<file path="src/design/ohm_pkg.sv">
// Shared types and constants of the output health monitor.
package ohm_pkg;

  // Number of monitored channels and depth of the blanking table.
  localparam int CHANNELS    = 16;
  localparam int BLANK_DEPTH = 16;

  // Channel test thresholds in 1/16 units.
  localparam logic signed [16:0] DROP_LIMIT = 17'sd24;
  localparam logic [15:0]        CUR_LIMIT  = 16'd8;
  localparam logic [15:0]        VOLT_LIMIT = 16'd80;

  // Hysteresis in whole degrees.
  localparam logic signed [8:0] SHUT_HYST = 9'sd10;
  localparam logic signed [8:0] WARN_HYST = 9'sd5;

  // Lamp blink: on while tick modulo LAMP_PERIOD exceeds LAMP_ON.
  localparam logic [9:0]  LAMP_PERIOD  = 10'd1000;
  localparam logic [9:0]  LAMP_ON      = 10'd500;
  // tick / 1000 == (tick * DIV_MUL) >> DIV_SHIFT for every 32-bit tick.
  localparam logic [29:0] DIV_MUL      = 30'd274877907;
  localparam int          DIV_SHIFT    = 38;

  localparam logic [19:0] SUM_MAX = 20'hFFFFF;

  // Error flag bits.
  localparam int ERR_TRIP  = 0;
  localparam int ERR_FAULT = 1;
  localparam int ERR_WARN  = 2;

  // Configuration register indexes.
  localparam logic [1:0] REG_SHUTDOWN_TEMP   = 2'd0;
  localparam logic [1:0] REG_WARNING_TEMP    = 2'd1;
  localparam logic [1:0] REG_BLANKING_TICKS  = 2'd2;
  localparam logic [1:0] REG_LOW_INPUT_LEVEL = 2'd3;

  localparam logic signed [7:0] SHUTDOWN_TEMP_RST   = 8'sd85;
  localparam logic signed [7:0] WARNING_TEMP_RST    = 8'sd70;
  localparam logic [15:0]       BLANKING_TICKS_RST  = 16'd500;
  localparam logic [15:0]       LOW_INPUT_LEVEL_RST = 16'd368;

  typedef struct packed {
    logic [3:0]          channel;
    logic [15:0]         switch_mask;
    logic                tripped;
    logic [15:0]         out_voltage;
    logic [15:0]         out_current;
    logic [15:0]         in_voltage;
    logic signed [15:0]  temperature;
    logic [31:0]         tick;
    logic                last_channel;
  } sample_t;

  typedef struct packed {
    logic [15:0] test_fault_mask;
    logic [2:0]  error_flags;
    logic [15:0] new_trip_mask;
    logic [2:0]  new_error_flags;
    logic [15:0] new_fault_mask;
    logic        any_alert;
    logic        over_temp;
    logic        temp_warn;
    logic [19:0] total_current;
    logic        fault_lamp;
  } report_t;

endpackage

</file>
<file path="src/design/ohm_if.sv">
// Valid/ready channel interfaces for samples and scan reports.
interface ohm_sample_if;
  logic             valid;
  logic             ready;
  ohm_pkg::sample_t data;

  modport source (output valid, output data, input ready);
  modport sink   (input valid, input data, output ready);
endinterface

interface ohm_report_if;
  logic             valid;
  logic             ready;
  ohm_pkg::report_t data;

  modport source (output valid, output data, input ready);
  modport sink   (input valid, input data, output ready);
endinterface

</file>
<file path="src/design/output_health_monitor.sv">
// Output health monitor: per-channel test, scan accumulation and scan report.
//
//   channel   direction  transaction
//   sample    in         one channel sample of a scan
//   report    out        one scan report, issued for each last-channel sample
//   wr_*      in         configuration register write, no handshake
//
// One sample is taken every cycle while sample.ready is high. A last-channel
// sample passes the sample register, then a report stage that also holds the
// tick quotient, then the output register that finishes the lamp of its report.
// Reset clears the scan state, the blanking table included, and sets over_temp.
// When report is stalled, reports back up and only a last-channel sample
// waits; other samples keep flowing until one is held, which stalls the input.
module output_health_monitor (
  input  logic              clk,
  input  logic              rst,
  ohm_sample_if.sink        sample,
  ohm_report_if.source      report,
  input  logic              wr_en,
  input  logic [1:0]        wr_index,
  input  logic [15:0]       wr_data
);

  // Configuration registers.
  logic signed [7:0] shutdown_temp;
  logic signed [7:0] warning_temp;
  logic [15:0]       blanking_ticks;
  logic [15:0]       low_input_level;

  // Scan state.
  logic [31:0] blank_until [ohm_pkg::BLANK_DEPTH];
  logic [15:0] prev_switch_mask;
  logic [15:0] prev_trip_mask;
  logic [15:0] prev_fault_mask;
  logic [2:0]  prev_error_flags;
  logic [15:0] scan_fault_mask;
  logic [15:0] scan_trip_mask;
  logic [19:0] current_sum;
  logic        over_temp_flag;
  logic        warn_flag;

  // Pipeline registers.
  logic             s1_valid;
  ohm_pkg::sample_t s1;
  logic             mid_valid;
  ohm_pkg::report_t mid;
  logic             mid_low_input;
  logic [9:0]       mid_quot;
  logic [9:0]       mid_tick;
  logic             out_valid;
  ohm_pkg::report_t out_data;

  // Handshake chain.
  logic out_free, mid_adv, mid_free, s1_adv;

  assign out_free     = !out_valid || report.ready;
  assign mid_adv      = mid_valid && out_free;
  assign mid_free     = !mid_valid || out_free;
  assign s1_adv       = s1_valid && (!s1.last_channel || mid_free);
  assign sample.ready = !s1_valid || s1_adv;
  assign report.valid = out_valid;
  assign report.data  = out_data;

  // Stage 1 logic.
  logic        in_range, mask_changed, blanked, fails;
  logic        a_sw, b_drop, c_cur, d_volt;
  logic [31:0] blank_sel, blank_new;
  logic [16:0] drop;
  logic [15:0] ch_bit, fault_next, trip_next;
  logic [20:0] sum_wide;
  logic [19:0] sum_next;
  logic signed [16:0] temp_x, shut_hi, shut_lo, warn_hi, warn_lo;
  logic        over_next, warn_next;
  logic [2:0]  err;
  logic [15:0] new_trip, new_fault;
  logic [2:0]  new_err;
  logic [61:0] quot_prod;

  always_comb begin
    in_range     = int'(s1.channel) < ohm_pkg::CHANNELS;
    mask_changed = s1.switch_mask != prev_switch_mask;
    blank_new    = s1.tick + {16'd0, blanking_ticks};
    blank_sel    = mask_changed ? blank_new : blank_until[s1.channel];
    blanked      = s1.tick < blank_sel;

    a_sw   = s1.switch_mask[s1.channel];
    drop   = {1'b0, s1.in_voltage} - {1'b0, s1.out_voltage};
    b_drop = $signed(drop) < ohm_pkg::DROP_LIMIT;
    c_cur  = s1.out_current > ohm_pkg::CUR_LIMIT;
    d_volt = s1.out_voltage > ohm_pkg::VOLT_LIMIT;
    fails  = !(!(a_sw || b_drop || c_cur || d_volt) || (a_sw && b_drop && d_volt));

    ch_bit     = 16'd1 << s1.channel;
    fault_next = scan_fault_mask | ((in_range && !blanked && fails) ? ch_bit : 16'd0);
    trip_next  = scan_trip_mask | ((in_range && s1.tripped) ? ch_bit : 16'd0);

    sum_wide = {1'b0, current_sum} + {5'd0, s1.out_current};
    sum_next = sum_wide[20] ? ohm_pkg::SUM_MAX : sum_wide[19:0];

    // Thresholds are whole degrees; temperature is in 1/16 degree.
    temp_x  = 17'($signed(s1.temperature));
    shut_hi = 17'($signed({shutdown_temp, 4'd0}));
    shut_lo = 17'($signed({9'(shutdown_temp) - ohm_pkg::SHUT_HYST, 4'd0}));
    warn_hi = 17'($signed({warning_temp, 4'd0}));
    warn_lo = 17'($signed({9'(warning_temp) - ohm_pkg::WARN_HYST, 4'd0}));
    over_next = (temp_x > shut_hi) || ((temp_x > shut_lo) && over_temp_flag);
    warn_next = (temp_x > warn_hi) || ((temp_x > warn_lo) && warn_flag);

    err = 3'd0;
    err[ohm_pkg::ERR_TRIP]  = trip_next != 16'd0;
    err[ohm_pkg::ERR_FAULT] = fault_next != 16'd0;
    err[ohm_pkg::ERR_WARN]  = warn_next;
    new_trip  = trip_next & ~prev_trip_mask;
    new_fault = fault_next & ~prev_fault_mask;
    new_err   = err & ~prev_error_flags;

    quot_prod = 62'(s1.tick) * 62'(ohm_pkg::DIV_MUL);
  end

  // Configuration writes.
  always_ff @(posedge clk) begin
    if (rst) begin
      shutdown_temp   <= ohm_pkg::SHUTDOWN_TEMP_RST;
      warning_temp    <= ohm_pkg::WARNING_TEMP_RST;
      blanking_ticks  <= ohm_pkg::BLANKING_TICKS_RST;
      low_input_level <= ohm_pkg::LOW_INPUT_LEVEL_RST;
    end else if (wr_en) begin
      case (wr_index)
        ohm_pkg::REG_SHUTDOWN_TEMP:   shutdown_temp   <= wr_data[7:0];
        ohm_pkg::REG_WARNING_TEMP:    warning_temp    <= wr_data[7:0];
        ohm_pkg::REG_BLANKING_TICKS:  blanking_ticks  <= wr_data;
        ohm_pkg::REG_LOW_INPUT_LEVEL: low_input_level <= wr_data;
        default: ;
      endcase
    end
  end

  // Sample register and scan state.
  always_ff @(posedge clk) begin
    if (rst) begin
      s1_valid         <= 1'b0;
      prev_switch_mask <= '0;
      prev_trip_mask   <= '0;
      prev_fault_mask  <= '0;
      prev_error_flags <= '0;
      scan_fault_mask  <= '0;
      scan_trip_mask   <= '0;
      current_sum      <= '0;
      over_temp_flag   <= 1'b1;
      warn_flag        <= 1'b0;
      for (int i = 0; i < ohm_pkg::BLANK_DEPTH; i++) begin
        blank_until[i] <= '0;
      end
    end else begin
      if (sample.ready) begin
        s1_valid <= sample.valid;
        s1       <= sample.data;
      end
      if (s1_adv) begin
        if (in_range && mask_changed) begin
          blank_until[s1.channel] <= blank_new;
        end
        if (s1.last_channel) begin
          prev_switch_mask <= s1.switch_mask;
          prev_trip_mask   <= trip_next;
          prev_fault_mask  <= fault_next;
          prev_error_flags <= err;
          scan_fault_mask  <= '0;
          scan_trip_mask   <= '0;
          current_sum      <= '0;
          over_temp_flag   <= over_next;
          warn_flag        <= warn_next;
        end else begin
          scan_fault_mask <= fault_next;
          scan_trip_mask  <= trip_next;
          current_sum     <= sum_next;
        end
      end
    end
  end

  // Report stage: everything but the lamp phase, plus the tick quotient.
  always_ff @(posedge clk) begin
    if (rst) begin
      mid_valid <= 1'b0;
    end else begin
      mid_valid <= (s1_adv && s1.last_channel) || (mid_valid && !mid_adv);
      if (s1_adv && s1.last_channel) begin
        mid.test_fault_mask       <= fault_next;
        mid.error_flags           <= err;
        mid.new_trip_mask         <= new_trip;
        mid.new_error_flags       <= new_err;
        mid.new_fault_mask        <= new_fault;
        mid.any_alert             <= (new_trip != 16'd0) || (new_err != 3'd0) ||
                                     (new_fault != 16'd0);
        mid.over_temp             <= over_next;
        mid.temp_warn             <= warn_next;
        mid.total_current         <= sum_next;
        mid.fault_lamp            <= 1'b0;
        mid_low_input             <= s1.in_voltage < low_input_level;
        mid_quot                  <= quot_prod[ohm_pkg::DIV_SHIFT +: 10];
        mid_tick                  <= s1.tick[9:0];
      end
    end
  end

  // Output register; the remainder only needs its low ten bits.
  logic [9:0]       rem;
  ohm_pkg::report_t out_next;

  always_comb begin
    rem = mid_tick - 10'(mid_quot * ohm_pkg::LAMP_PERIOD);
    out_next            = mid;
    out_next.fault_lamp = mid_low_input && (rem > ohm_pkg::LAMP_ON);
  end

  always_ff @(posedge clk) begin
    if (rst) begin
      out_valid <= 1'b0;
    end else begin
      if (out_free) begin
        out_valid <= mid_valid;
      end
      if (mid_adv) begin
        out_data <= out_next;
      end
    end
  end

endmodule
</file>
<file path="src/flat_wrapper.sv">
// flat-port wrapper written by rule: the top's interface ports become plain ports
module output_health_monitor_flat 
  (clk, rst, wr_en, wr_index, wr_data, sample_valid, sample_data, sample_ready, report_valid, report_data, report_ready);
  ohm_sample_if sample_i ();
  ohm_report_if report_i ();
  input  logic clk;
  input  logic rst;
  input  logic wr_en;
  input  logic [1:0] wr_index;
  input  logic [15:0] wr_data;
  input wire logic [$bits(sample_i.valid)-1:0] sample_valid;
  input wire logic [$bits(sample_i.data)-1:0] sample_data;
  output wire logic [$bits(sample_i.ready)-1:0] sample_ready;
  output wire logic [$bits(report_i.valid)-1:0] report_valid;
  output wire logic [$bits(report_i.data)-1:0] report_data;
  input wire logic [$bits(report_i.ready)-1:0] report_ready;
  assign sample_i.valid = sample_valid;
  assign sample_i.data = sample_data;
  assign sample_ready = sample_i.ready;
  assign report_valid = report_i.valid;
  assign report_data = report_i.data;
  assign report_i.ready = report_ready;
  output_health_monitor u_core (.clk(clk), .rst(rst), .sample(sample_i), .report(report_i), .wr_en(wr_en), .wr_index(wr_index), .wr_data(wr_data));
endmodule
</file>
<file path="config.mk">
export PLATFORM = sky130hd
export DESIGN_NAME = output_health_monitor_flat
export DESIGN_NICKNAME = d
export VERILOG_FILES = /design/src/design/ohm_pkg.sv /design/src/design/ohm_if.sv /design/src/design/output_health_monitor.sv /design/src/flat_wrapper.sv
export SDC_FILE = /design/constraint.sdc
export NUM_CORES = 2
export LEC_CHECK = 0
export BUFFER_PORTS_ARGS = -buffer_cell sky130_fd_sc_hd__buf_2
export CELL_PAD_IN_SITES_DETAIL_PLACEMENT = 1
export CELL_PAD_IN_SITES_GLOBAL_PLACEMENT = 1
export CORE_ASPECT_RATIO = 1.75
export CORE_MARGIN = 2
export CORE_UTILIZATION = 42
export DETAILED_ROUTE_END_ITERATION = 8
export PLACE_DENSITY_LB_ADDON = 0.1
export SLEW_MARGIN = 20
export SYNTH_ARGS = -nofsm -noshare
export SYNTH_HDL_FRONTEND = slang
export SYNTH_SLANG_ARGS = --single-unit
</file>
<file path="constraint.sdc">
create_clock -name clk -period 8.3 [get_ports clk]
set_clock_uncertainty 0.2 [all_clocks]
set_input_delay 0.415 -clock clk [delete_from_list [all_inputs] [get_ports clk]]
set_output_delay 0.415 -clock clk [all_outputs]
set_load 0.05 [all_outputs]
</file>
==> results_dict.tcl <==
set metrics [dict create \
    status "finished, violations left" \
    violations "DRC" \
    place_congestion 0.914 \
    finalMaxSlewViolations 0 \
    cp_slowest_stage_delay_ps 580 \
    critPathArrivalTime_ps 8140 \
    drt_iter0_drc 2176 \
    yosysWarnings 0 \
    via_per_inst 5.43 \
    dp_cells 6231 \
    peakVddDrop_v 0.000598 \
    initial_core_util_pct 42.3 \
    hold_violations 0 \
    grt_max_degree 114 \
    synth.distinct_cells 79 \
    reg2reg_slack_ps 390 \
    seq_area_um2 27200 \
    leakagePower_nw 27.0 \
    postCtsSetupRepairBufs 0 \
    whs_endpoint "u_core.shutdown_temp[2]" \
    grt_pass1_vias 39100 \
    fmax_mhz 126 \
    timing.final.ws_setup_ps 393 \
    synth_edf_count 801 \
    r2r_end "u_core.mid_quot[6]" \
    multiInputGateArea_um2 24100 \
    ys_async_sr_fraction_pct 0 \
    core_um2 128000 \
    rr_startpoint "u_core.s1[16]" \
    hold_class "primary input to register" \
    antenna_found_initial 3 \
    insertion_delay_ps 720 \
    path_max_fanout 7 \
    ys_seq_area_share_pct 50.2 \
    drive_gt1_share_pct 15.7 \
    fin_crit_ps 7910 \
    cts_root_buf "clkbuf_16" \
    numCtsBuffers 93 \
    tritoncts "yes" \
    hold_path_depth 4 \
    required_ps 8530 \
    routed.top_layer "met4" \
    vias 35600 \
    cellPowerDensity_nw_per_um2 399 \
    die_area_um2 132000 \
    ys_ff_latch 960 \
    setup-violations-final 0 \
    syn_nets 5234 \
    fp.dieH_um 480 \
    ant_nets 0 \
    htree_levels 3 \
    cap_violations 0 \
    overflow 0 \
    end_kind "register" \
    fin_crit_sh_pct 95.3 \
    drc_errors 42 \
    relSlewSlack_pct 24.7 \
    clockBufferDepth 3 \
    post_drt_wl_per_cell_um 26.4 \
    met2WireLength_mm 96.4 \
    worstMarginPinSlew_ps 1120 \
    io_buffers 220 \
    area_delta_synth_final_pct 15.7 \
    dr.pass1.iters 7 \
    cts_sinks 960 \
    synth-main-ff-cell "edfxtp_1" \
    finalNetCount 5679 \
    stdcell_count 6549 \
    grt_pass1_wl_mm 255 \
    n_fill_cell 13300 \
    wl_met1_mm 63.4 \
    route.met3.wl_mm 6.37 \
    critPathSlowestCell "fa_1" \
    routed_wl_mm 173 \
    post-place-ws_ps 329 \
    worstRegToRegCells 27 \
    synth_area_um2 54300 \
    synth_area_per_cell_um2 12.5 \
    postSynthCellCount 4349 \
    cpMostUsedCell "fa_1" \
    ios 221 \
    fin_setup_tns_ps 0 \
    rows 174 \
    cts.clk_slew.worst_paths_ps 70 \
    hpwlAfterDp_mm 122 \
    rsz0062_at_grt "false" \
    die_x_um 276 \
    path_class "register to register" \
    grt_usage_pct 26.6 \
    worstSetupStartpointType "register" \
    holdCritStartpoint "wr_index[1]" \
    worstSetupStartpoint "u_core.s1[16]" \
]
where the power goes:
group | internal, W | leakage [nW] | switching [W] | total [W]
Sequential | 0.00561 | 9.35 | 0.000167 | 0.00578
Clock | 0.00248 | 1.50 | 0.00195 | 0.00443
Combinational | 0.00633 | 16.1 | 0.00850 | 0.0148
metal layers:
metal,up-vias,track usage (%)
met1,18500,29.9
met4,0,9.67
met5,-,0
li1,15900,-
met2,801,51.0
met3,281,2.79
cell type report:
type	count	share of cell area, %
clock buffers	113	3.86
multi-input cells	2582	38.4
clock inverters	56	1.12
repair buffers	525	6.08
flip-flops and latches	960	43.4
inverters	632	3.78
diodes	9	0.0359
well taps	1672	3.33
metrics by stage:
step	total power [W]	util [%]	area, um^2	hold slack (ps)
2_1_floorplan	0.0159	-	54300	200
3_3_place_gp	0.0204	45.4	58300	201
3_5_place_dp	0.0207	45.4	58300	205
4_1_cts	0.0253	48.9	62800	17.3
5_1_grt	0.0272	48.9	62800	104
6_report	0.0250	48.9	62800	51.0
state kept, by name (all words and copies together), names as in the netlist, 2 cells and up, named ones only:
name,cells
u_core.shutdown_temp,8
u_core.blank_until,512
u_core.low_input_level,16
u_core.prev_fault_mask,16
u_core.mid_quot,7
u_core.prev_trip_mask,16
u_core.blanking_ticks,16
u_core.scan_trip_mask,16
u_core.mid_tick,10
u_core.prev_switch_mask,16
u_core.prev_error_flags,2
u_core.mid,76
u_core.scan_fault_mask,16
u_core.report.data,77
u_core.warning_temp,8
u_core.current_sum,20
u_core.s1,118
worst max-delay path, delay by kind of cell, from the launching register on:
family / cells / cell delay, ps
xor+xnor: 1 / 80
flops: 1 / 560
fa+ha+maj: 9 / 4270
buf+inv: 6 / 320
compound gates: 9 / 1960
simple gates: 2 / 210
how the worst max path moves through the flow:
| stage | endpoint | depth (start not counted) |
|---|---|---|
| 2_1_floorplan | u_core.mid_quot[6] | 27 |
| 3_5_place_dp | u_core.mid_quot[6] | 27 |
| 5_1_grt | u_core.mid_quot[6] | 25 |
| 6_report | u_core.mid_quot[6] | 27 |
| 3_3_place_gp | u_core.mid_quot[6] | 27 |
| 4_1_cts | u_core.mid_quot[6] | 27 |
layout by cell type, fill, tap and decap left out, drive strengths merged, types with 54 or more instances in the layout:
cell type / count
dfxtp: 159
fa: 284
clkbuf: 113
dlygate4sd3: 140
mux4: 164
buf: 385
edfxtp: 801
a21o: 54
a21oi: 131
ha: 460
xnor2: 66
o21ai: 90
inv: 636
nand2: 161
nor2: 688
kinds of logic (layout without fill, tap and decap cells):
| group | count (synthesis) | in the layout | synth area share, % |
|---|---|---|---|
| and+or+nand+nor | 1089 | 1089 | 8.64 |
| DFF | 960 | 960 | 50.2 |
| buffers and inverters | 807 | 1326 | 5.61 |
| adders and majority gates | 744 | 744 | 21.1 |
| AOI/OAI and AO/OA | 455 | 455 | 5.53 |
| muxes | 192 | 192 | 7.33 |
| xor gates and xnor gates | 102 | 102 | 1.65 |
| other | 0 | 9 | 0 |
repair_timing:
action | CTS | global route
hold endpoints to repair | 173 | 0
gates resized for setup | 0 | 1
endpoints found under the setup margin | 0 | 1
hold buffers | 140 | 0
Yosys cell counts, types with 6 or more instances:
library cell / number / area, um^2
a211oi_1: 8 / 60.1
nor3b_1: 7 / 52.6
and2_1: 12 / 75.1
o31ai_1: 7 / 52.6
o21a_1: 21 / 158
a211o_1: 14 / 123
clkbuf_1: 152 / 571
nor3_1: 26 / 130
mux4_2: 164 / 3690
a2111oi_0: 9 / 78.8
o21bai_1: 6 / 45.0
nand2b_1: 38 / 238
a21o_1: 54 / 405
nor2_1: 688 / 2580
nand4_1: 25 / 156
a31oi_1: 28 / 175
and3_1: 16 / 100
o21ai_0: 88 / 440
or3_1: 7 / 43.8
mux2i_1: 23 / 230
or2_2: 12 / 75.1
a21oi_1: 128 / 641
a22o_1: 36 / 315
nand2_1: 160 / 601
nand3_1: 25 / 125
o22ai_1: 8 / 50.1
nor2b_1: 21 / 131
nor4_1: 23 / 144
edfxtp_1: 801 / 24100
buf_1: 18 / 67.6
dfxtp_1: 159 / 3180
ha_1: 460 / 5760
xor2_1: 36 / 315
or4_1: 6 / 45.0
inv_1: 631 / 2370
nand3b_1: 9 / 67.6
xnor2_1: 66 / 578
fa_1: 284 / 5690
(Power assumes the default switching activity.)
